<file path="config.mk">
export PLATFORM = sky130hd
export DESIGN_NAME = top_k_nonzero_index_select_unit
export DESIGN_NICKNAME = d
export VERILOG_FILES = /design/src/rtl/tks_pkg.sv /design/src/rtl/tks_cell.sv /design/src/rtl/top_k_nonzero_index_select_unit.sv
export SDC_FILE = /design/constraint.sdc
export NUM_CORES = 2
export LEC_CHECK = 0
export BUFFER_PORTS_ARGS = -buffer_cell sky130_fd_sc_hd__buf_2
export CAP_MARGIN = 30
export CORE_MARGIN = 10
export CORE_UTILIZATION = 25
export CTS_CLUSTER_SIZE = 16
export DETAILED_ROUTE_END_ITERATION = 10
export PLACE_DENSITY = 0.38
export SYNTH_ARGS = -nofsm -noshare
export SYNTH_HDL_FRONTEND = slang
export SYNTH_SLANG_ARGS = --single-unit
</file>
<file path="constraint.sdc">
create_clock -name clk -period 8.68 [get_ports clk]
set_input_delay 0.868 -clock clk [delete_from_list [all_inputs] [get_ports clk]]
set_output_delay 0.868 -clock clk [all_outputs]
set_load 0.05 [all_outputs]
</file>
<file path="src/rtl/tks_pkg.sv">
// ----------------------------------------------------------------------------
// tks_pkg: shared types and constants for the top-k nonzero index selector
// Sizes, widths and the entry/command records passed along the cell chain.
// ----------------------------------------------------------------------------
package tks_pkg;

    // Depth of the kept list and the longest list of layers that is indexed
    localparam int TOP_K      = 16;
    localparam int MAX_LAYERS = 256;
    localparam int OUT_LIMIT  = 16;

    // Field widths
    localparam int SIZE_W      = 48;
    localparam int PICK_IDX_W  = 8;
    localparam int PICK_CNT_W  = 5;
    localparam int NEXT_IDX_W  = $clog2(MAX_LAYERS + 1);
    localparam int ENTRY_IDX_W = (MAX_LAYERS > 2) ? $clog2(MAX_LAYERS) : 1;
    localparam int COUNT_W     = $clog2(TOP_K + 1);
    localparam int CMP_W       = (COUNT_W > PICK_CNT_W) ? COUNT_W : PICK_CNT_W;

    // Most picks a list may return
    localparam int PICK_LIMIT  = (TOP_K < OUT_LIMIT) ? TOP_K : OUT_LIMIT;

    // Configuration port
    localparam int APB_ADDR_W  = 3;
    localparam int APB_DATA_W  = 32;
    localparam logic [PICK_CNT_W-1:0] PICK_COUNT_RESET = PICK_CNT_W'(16);
    localparam logic REG_PICK_COUNT = 1'b0;   // word index of pick_count

    // Control sequencer states
    typedef enum logic {
        ST_IDLE,
        ST_EMIT
    } tks_state_t;

    // One kept entry
    typedef struct packed {
        logic                   valid;
        logic [SIZE_W-1:0]      size;
        logic [ENTRY_IDX_W-1:0] index;
    } tks_entry_t;

    // Broadcast command to every cell of the chain
    typedef struct packed {
        logic                   ins_en;
        logic                   shift_up;
        logic                   clear;
        logic [SIZE_W-1:0]      size;
        logic [ENTRY_IDX_W-1:0] index;
    } tks_cmd_t;

endpackage

</file>
<file path="src/rtl/tks_cell.sv">
// ----------------------------------------------------------------------------
// tks_cell: one slot of the sorted insertion chain
// Holds one entry, compares it with the broadcast size, and takes its
// neighbor's entry on insert (from above) or on drain (from below).
// ----------------------------------------------------------------------------
module tks_cell (
    input  logic                clk,
    input  logic                rst_n,
    input  tks_pkg::tks_cmd_t   cmd,
    input  tks_pkg::tks_entry_t prev_entry,
    input  logic                prev_ins,
    input  tks_pkg::tks_entry_t next_entry,
    output tks_pkg::tks_entry_t entry,
    output logic                ins
);
    import tks_pkg::*;

    logic                   valid_reg;
    logic                   valid_next;
    logic [SIZE_W-1:0]      size_reg;
    logic [SIZE_W-1:0]      size_next;
    logic [ENTRY_IDX_W-1:0] index_reg;
    logic [ENTRY_IDX_W-1:0] index_next;

    // New size lands at or above this slot: slot empty or strictly smaller
    assign ins = !valid_reg || (cmd.size > size_reg);

    assign entry.valid = valid_reg;
    assign entry.size  = size_reg;
    assign entry.index = index_reg;

    // Select the slot's next content
    always_comb
    begin
        valid_next = valid_reg;
        size_next  = size_reg;
        index_next = index_reg;
        if (cmd.clear)
        begin
            valid_next = 1'b0;
        end
        else if (cmd.shift_up)
        begin
            valid_next = next_entry.valid;
            size_next  = next_entry.size;
            index_next = next_entry.index;
        end
        else if (cmd.ins_en)
        begin
            if (prev_ins)
            begin
                valid_next = prev_entry.valid;
                size_next  = prev_entry.size;
                index_next = prev_entry.index;
            end
            else if (ins)
            begin
                valid_next = 1'b1;
                size_next  = cmd.size;
                index_next = cmd.index;
            end
        end
    end

    // Hold the valid flag
    always_ff @(posedge clk or negedge rst_n)
    begin
        if (!rst_n)
        begin
            valid_reg <= 1'b0;
        end
        else
        begin
            valid_reg <= valid_next;
        end
    end

    // Hold the payload
    always_ff @(posedge clk)
    begin
        size_reg  <= size_next;
        index_reg <= index_next;
    end

endmodule

</file>
<file path="src/rtl/top_k_nonzero_index_select_unit.sv">
// Non-last item: taken while idle, and the next item may follow the cycle after.
// Last item: the list drains from the head cell, one result beat per cycle unless
// out_ready stalls (n beats, or one empty beat), loaded once the state is ST_EMIT.
// Input ready drops from the last item until the final beat is loaded.
// Reset (rst_n low, asynchronous) empties the chain and sets pick_count to 16.
// ----------------------------------------------------------------------------
// top_k_nonzero_index_select_unit: stable top-k selector over layer sizes
// A row of TOP_K cells keeps the largest nonzero sizes in descending order
// (earlier index first on ties) and drains them when the list ends.
// ----------------------------------------------------------------------------
module top_k_nonzero_index_select_unit (
    input  logic                               clk,
    input  logic                               rst_n,
    // input items
    input  logic                               in_valid,
    output logic                               in_ready,
    input  logic [tks_pkg::SIZE_W-1:0]         layer_size,
    input  logic                               last_layer,
    // result items
    output logic                               out_valid,
    input  logic                               out_ready,
    output logic [tks_pkg::PICK_IDX_W-1:0]     picked_index,
    output logic [tks_pkg::SIZE_W-1:0]         picked_size,
    output logic                               pick_valid,
    output logic                               list_overflow,
    output logic                               last_pick,
    // configuration
    input  logic                               psel,
    input  logic                               penable,
    input  logic                               pwrite,
    input  logic [tks_pkg::APB_ADDR_W-1:0]     paddr,
    input  logic [tks_pkg::APB_DATA_W-1:0]     pwdata,
    output logic [tks_pkg::APB_DATA_W-1:0]     prdata,
    output logic                               pready
);
    import tks_pkg::*;

    tks_state_t             state_reg;
    tks_state_t             state_next;
    logic [PICK_CNT_W-1:0]  pick_count_reg;
    logic [COUNT_W-1:0]     kept_count_reg;
    logic [COUNT_W-1:0]     kept_count_next;
    logic [NEXT_IDX_W-1:0]  next_index_reg;
    logic [NEXT_IDX_W-1:0]  next_index_next;
    logic                   overflow_seen_reg;
    logic                   overflow_seen_next;
    logic [PICK_CNT_W-1:0]  remaining_reg;
    logic [PICK_CNT_W-1:0]  remaining_next;

    logic                   out_valid_reg;
    logic [PICK_IDX_W-1:0]  picked_index_reg;
    logic [SIZE_W-1:0]      picked_size_reg;
    logic                   pick_valid_reg;
    logic                   list_overflow_reg;
    logic                   last_pick_reg;

    logic                   in_beat;
    logic                   at_limit;
    logic                   emit_load;
    logic                   final_load;
    logic                   cfg_write;
    logic [CMP_W-1:0]       pick_clamped;
    logic [CMP_W-1:0]       pick_total;

    tks_cmd_t               cmd;
    tks_entry_t             entries [TOP_K];
    logic                   ins_flags [TOP_K];

    // ------------------------------------------------------------------
    // Configuration port
    // ------------------------------------------------------------------
    assign pready    = 1'b1;
    assign cfg_write = psel && penable && pwrite && pready;

    always_ff @(posedge clk or negedge rst_n)
    begin
        if (!rst_n)
        begin
            pick_count_reg <= PICK_COUNT_RESET;
        end
        else if (cfg_write && (paddr[APB_ADDR_W-1] == REG_PICK_COUNT))
        begin
            pick_count_reg <= pwdata[PICK_CNT_W-1:0];
        end
    end

    // Read back pick_count at its word, zero elsewhere
    always_comb
    begin
        prdata = '0;
        if (paddr[APB_ADDR_W-1] == REG_PICK_COUNT)
        begin
            prdata = APB_DATA_W'(pick_count_reg);
        end
    end

    // ------------------------------------------------------------------
    // Sequencer
    // ------------------------------------------------------------------
    assign in_beat  = in_valid && in_ready;
    assign at_limit = (next_index_reg == NEXT_IDX_W'(MAX_LAYERS));

    // Next state
    always_comb
    begin
        state_next = state_reg;
        case (state_reg)
            ST_IDLE:
            begin
                if (in_beat && last_layer)
                begin
                    state_next = ST_EMIT;
                end
            end
            ST_EMIT:
            begin
                if (final_load)
                begin
                    state_next = ST_IDLE;
                end
            end
            default:
            begin
                state_next = ST_IDLE;
            end
        endcase
    end

    // Sequencer outputs
    always_comb
    begin
        in_ready  = 1'b0;
        emit_load = 1'b0;
        case (state_reg)
            ST_IDLE:
            begin
                in_ready = 1'b1;
            end
            ST_EMIT:
            begin
                emit_load = !out_valid_reg || out_ready;
            end
            default:
            begin
                in_ready = 1'b0;
            end
        endcase
    end

    // Final beat is the empty result or the last real pick
    assign final_load = emit_load && (remaining_reg <= PICK_CNT_W'(1));

    always_ff @(posedge clk or negedge rst_n)
    begin
        if (!rst_n)
        begin
            state_reg <= ST_IDLE;
        end
        else
        begin
            state_reg <= state_next;
        end
    end

    // ------------------------------------------------------------------
    // List bookkeeping
    // ------------------------------------------------------------------
    // Clamp the requested count, then to the entries held after this insert
    always_comb
    begin
        pick_clamped = CMP_W'(pick_count_reg);
        if (pick_clamped > CMP_W'(PICK_LIMIT))
        begin
            pick_clamped = CMP_W'(PICK_LIMIT);
        end
        pick_total = pick_clamped;
        if (pick_total > CMP_W'(kept_count_next))
        begin
            pick_total = CMP_W'(kept_count_next);
        end
    end

    always_comb
    begin
        kept_count_next    = kept_count_reg;
        next_index_next    = next_index_reg;
        overflow_seen_next = overflow_seen_reg;
        remaining_next     = remaining_reg;
        if (in_beat)
        begin
            if (at_limit)
            begin
                overflow_seen_next = 1'b1;
            end
            else
            begin
                next_index_next = next_index_reg + NEXT_IDX_W'(1);
                if (cmd.ins_en && (kept_count_reg != COUNT_W'(TOP_K)))
                begin
                    kept_count_next = kept_count_reg + COUNT_W'(1);
                end
            end
        end
        if (in_beat && last_layer)
        begin
            remaining_next = PICK_CNT_W'(pick_total);
        end
        else if (final_load)
        begin
            kept_count_next    = '0;
            next_index_next    = '0;
            overflow_seen_next = 1'b0;
            remaining_next     = '0;
        end
        else if (emit_load)
        begin
            remaining_next = remaining_reg - PICK_CNT_W'(1);
        end
    end

    always_ff @(posedge clk or negedge rst_n)
    begin
        if (!rst_n)
        begin
            kept_count_reg    <= '0;
            next_index_reg    <= '0;
            overflow_seen_reg <= 1'b0;
            remaining_reg     <= '0;
        end
        else
        begin
            kept_count_reg    <= kept_count_next;
            next_index_reg    <= next_index_next;
            overflow_seen_reg <= overflow_seen_next;
            remaining_reg     <= remaining_next;
        end
    end

    // ------------------------------------------------------------------
    // Cell chain
    // ------------------------------------------------------------------
    // Broadcast insert on nonzero in-range sizes, advance on drain, drop at end
    always_comb
    begin
        cmd.ins_en   = in_beat && !at_limit && (layer_size != '0);
        cmd.shift_up = emit_load && !final_load;
        cmd.clear    = final_load;
        cmd.size     = layer_size;
        cmd.index    = ENTRY_IDX_W'(next_index_reg);
    end

    for (genvar i = 0; i < TOP_K; i++)
    begin : g_cell
        tks_entry_t prev_e;
        tks_entry_t next_e;
        logic       prev_i;

        if (i == 0)
        begin : g_head
            assign prev_e = '0;
            assign prev_i = 1'b0;
        end
        else
        begin : g_body
            assign prev_e = entries[i-1];
            assign prev_i = ins_flags[i-1];
        end

        if (i == TOP_K - 1)
        begin : g_tail
            assign next_e = '0;
        end
        else
        begin : g_inner
            assign next_e = entries[i+1];
        end

        tks_cell u_cell (
            .clk        (clk),
            .rst_n      (rst_n),
            .cmd        (cmd),
            .prev_entry (prev_e),
            .prev_ins   (prev_i),
            .next_entry (next_e),
            .entry      (entries[i]),
            .ins        (ins_flags[i])
        );
    end

    // ------------------------------------------------------------------
    // Output register
    // ------------------------------------------------------------------
    always_ff @(posedge clk or negedge rst_n)
    begin
        if (!rst_n)
        begin
            out_valid_reg <= 1'b0;
        end
        else if (emit_load)
        begin
            out_valid_reg <= 1'b1;
        end
        else if (out_ready)
        begin
            out_valid_reg <= 1'b0;
        end
    end

    // Load the head cell, or the empty result when nothing is picked
    always_ff @(posedge clk)
    begin
        if (emit_load)
        begin
            list_overflow_reg <= overflow_seen_reg;
            last_pick_reg     <= (remaining_reg <= PICK_CNT_W'(1));
            if (remaining_reg == '0)
            begin
                picked_index_reg <= '0;
                picked_size_reg  <= '0;
                pick_valid_reg   <= 1'b0;
            end
            else
            begin
                picked_index_reg <= PICK_IDX_W'(entries[0].index);
                picked_size_reg  <= entries[0].size;
                pick_valid_reg   <= 1'b1;
            end
        end
    end

    assign out_valid     = out_valid_reg;
    assign picked_index  = picked_index_reg;
    assign picked_size   = picked_size_reg;
    assign pick_valid    = pick_valid_reg;
    assign list_overflow = list_overflow_reg;
    assign last_pick     = last_pick_reg;

endmodule

</file>
==> metrics <==
drt total wl 267000 um; clock sinks around 1000; total track usage between 15 and 20%; cts repair resizes 0; initial DRC count roughly 4300; Pwr Density just under 500 nW/um2; clock insertion delay at the later pin of the skew report between 800 and 900 ps; initial antenna violation count 17; gp weighted congestion around 0.84; Mapped Cells approximately 7000; setup bufs post-CTS 0; layout cells sized above 1 ~8%; gr ovfl total 0; Async SR Flop Fraction under 10%; #FFs+latches synth 998; CTS H-Tree Depth 4; Worst-Margin Slew between 1000 and 1500 ps; Hold/Removal Path Class in2async; IO buf count between 100 and 150; Slew Viols, Final 0; row cnt 190; filler cell count 28200; CTS buffer count about 150; Fin Hold WS ~170 ps; Post-synth EDFFs between 900 and 1000; Post-Layout Cell Count 10500; nature of the critical path startpoint input pin; post-route ant nets 0; setup ws final 3300 ps; most frequent cells in the layout edfxtp_1, inv_1, ha_1; commonest non-fill, non-tap cell in the layout edfxtp_1; max cap viols 0; r2r startpoint next_index_reg[1]$_DFF_PN0_; Synth cell types 70; Crit path arrival time between 5000 and 6000 ps; fin util roughly 29%; Worst Path Required around 9000 ps; DR pass1 iterations 6; relative slew slack about 22%; Peak VDD IR around 0.00048 V; Bufs on Longest Clock Path 4; nets@finish between 7000 and 8000; Synth area leader edfxtp_1; Placed Instances approximately 10000; setup violators final 0; Setup TNS Final 0 ps; synth top area cells edfxtp_1, ha_1, mux2i_1; CP Class in2reg; Post-route DRC 0; DP HPWL around 190000 um; largest net degree at the start of global routing roughly 200; hold_buf cts 0; pre-CTS WS about 2500 ps; unrepaired setup endpoints after global routing no; Yosys top cell area share between 40% and 50%; syn avg cell area 9.84 um2; fin area 77100 um2; Die Ht approximately 540 um; max reg flops between 700 and 800; most used flip-flop cell after synthesis edfxtp_1; root buffer cell clkbuf_16; Worst-path clk slew 60 ps; core area about 270000 um2; final hold violation count 0; register area share after synthesis about 44%; Area Overhead vs Synth 14.2%; width of the chip around 540 um; crit path max fanout 27; number of global-route vias before repair 54700; Mapped Area between 60000 and 70000 um2; Reg-to-Reg End g_cell[14].u_cell.size_reg[35]$_DFFE_PP_; CTS tree yes; total chip power between 30 and 40 mW; area post-placement a little over 70000 um2; period utilization between 60 and 70%; Starting Density between 20% and 30%; first-pass GRT wire length 385000 um; outcome finished, final reports clean; P_leak 33.0 nW; f_max about 190 MHz; vias per cell approximately 5.2; clock skew slightly above 90 ps; io pins 185; drt wl/cell around 25 um; R2R depth 11; Tmin final ~5400 ps; CP endpoint kind flop; DR vias ~54000; die area 291000 um2; YS warnings 0; flop2flop setup slack between 3000 and 4000 ps
[critical path, stage by stage]
cell,delay (ps)
buf_2,620
ha_1,370
and2_1,170
a221o_1,300
a221oi_1,790
buf_2,330
o211ai_1,340
nor4_1,840
nor2_1,130
nor3_1,360
nor2_4,230
buf_4,420
[cells in the mapped netlist (48+ instances only)]
cell / instances
mux2i_1: 421
o221ai_1: 329
clkbuf_1: 319
a21o_1: 107
o211ai_1: 61
o21ai_0: 474
edfxtp_1: 955
ha_1: 779
nor3_1: 151
buf_2: 79
inv_1: 796
o21ai_1: 62
nor2_1: 241
a21oi_1: 318
nand4_1: 153
nand2_1: 655
and3_1: 48
nor4_1: 109
nand3_1: 417
[worst max path at each step]
stage | startpoint | endpoint
2_1_floorplan | layer_size[0] | g_cell[14].u_cell.index_reg[0]$_DFFE_PP_
4_1_cts | layer_size[43] | g_cell[10].u_cell.size_reg[18]$_DFFE_PP_
5_1_grt | layer_size[43] | g_cell[10].u_cell.size_reg[18]$_DFFE_PP_
3_5_place_dp | layer_size[43] | g_cell[10].u_cell.index_reg[7]$_DFFE_PP_
3_3_place_gp | layer_size[43] | g_cell[10].u_cell.index_reg[7]$_DFFE_PP_
6_report | layer_size[43] | g_cell[10].u_cell.size_reg[18]$_DFFE_PP_
[power by group]
part	switching (mW)	internal [mW]	leakage (nW)	total [mW]
Clock	2.42	3.34	2.15	5.76
Combinational	13.3	6.16	20.9	19.5
Sequential	1.94	9.98	9.90	11.9
[final cells by class]
type / count / area (um2) / share of cell area (%)
Multi-Input combinational cell: 4635 / 33200 / 43.1
Timing Repair Buffer: 292 / 2240 / 2.90
Sequential cell: 998 / 29800 / 38.6
Tap cell: 3552 / 4440 / 5.77
Clock inverter: 64 / 542 / 0.703
Antenna cell: 5 / 12.5 / 0.0162
Inverter: 798 / 3000 / 3.89
Clock buffer: 181 / 3850 / 4.99
[logic make-up (layout without fill, tap and decap cells)]
kind of cell             count (synthesis)  in the layout  synth area share, %
XOR/XNOR                                11             11                0.143
AND/OR/NAND/NOR                       1904           1904                 13.4
adder cells (fa/ha/maj)                779            779                 14.4
buffers and inverters                 1255           1335                 7.44
multiplexers                           426            426                 6.33
AO/OA/AOI/OAI                         1487           1487                 14.1
other                                    2             33               0.0111
flip-flops                             998            998                 44.1
[per-layer routing]
metal	part of all wire, %	track usage [%]
met5	0.020	0
met4	3.7	6.10
met3	4.7	2.26
met2	46	29.0
met1	45	23.5
Power figures use the tool's default switching activity.
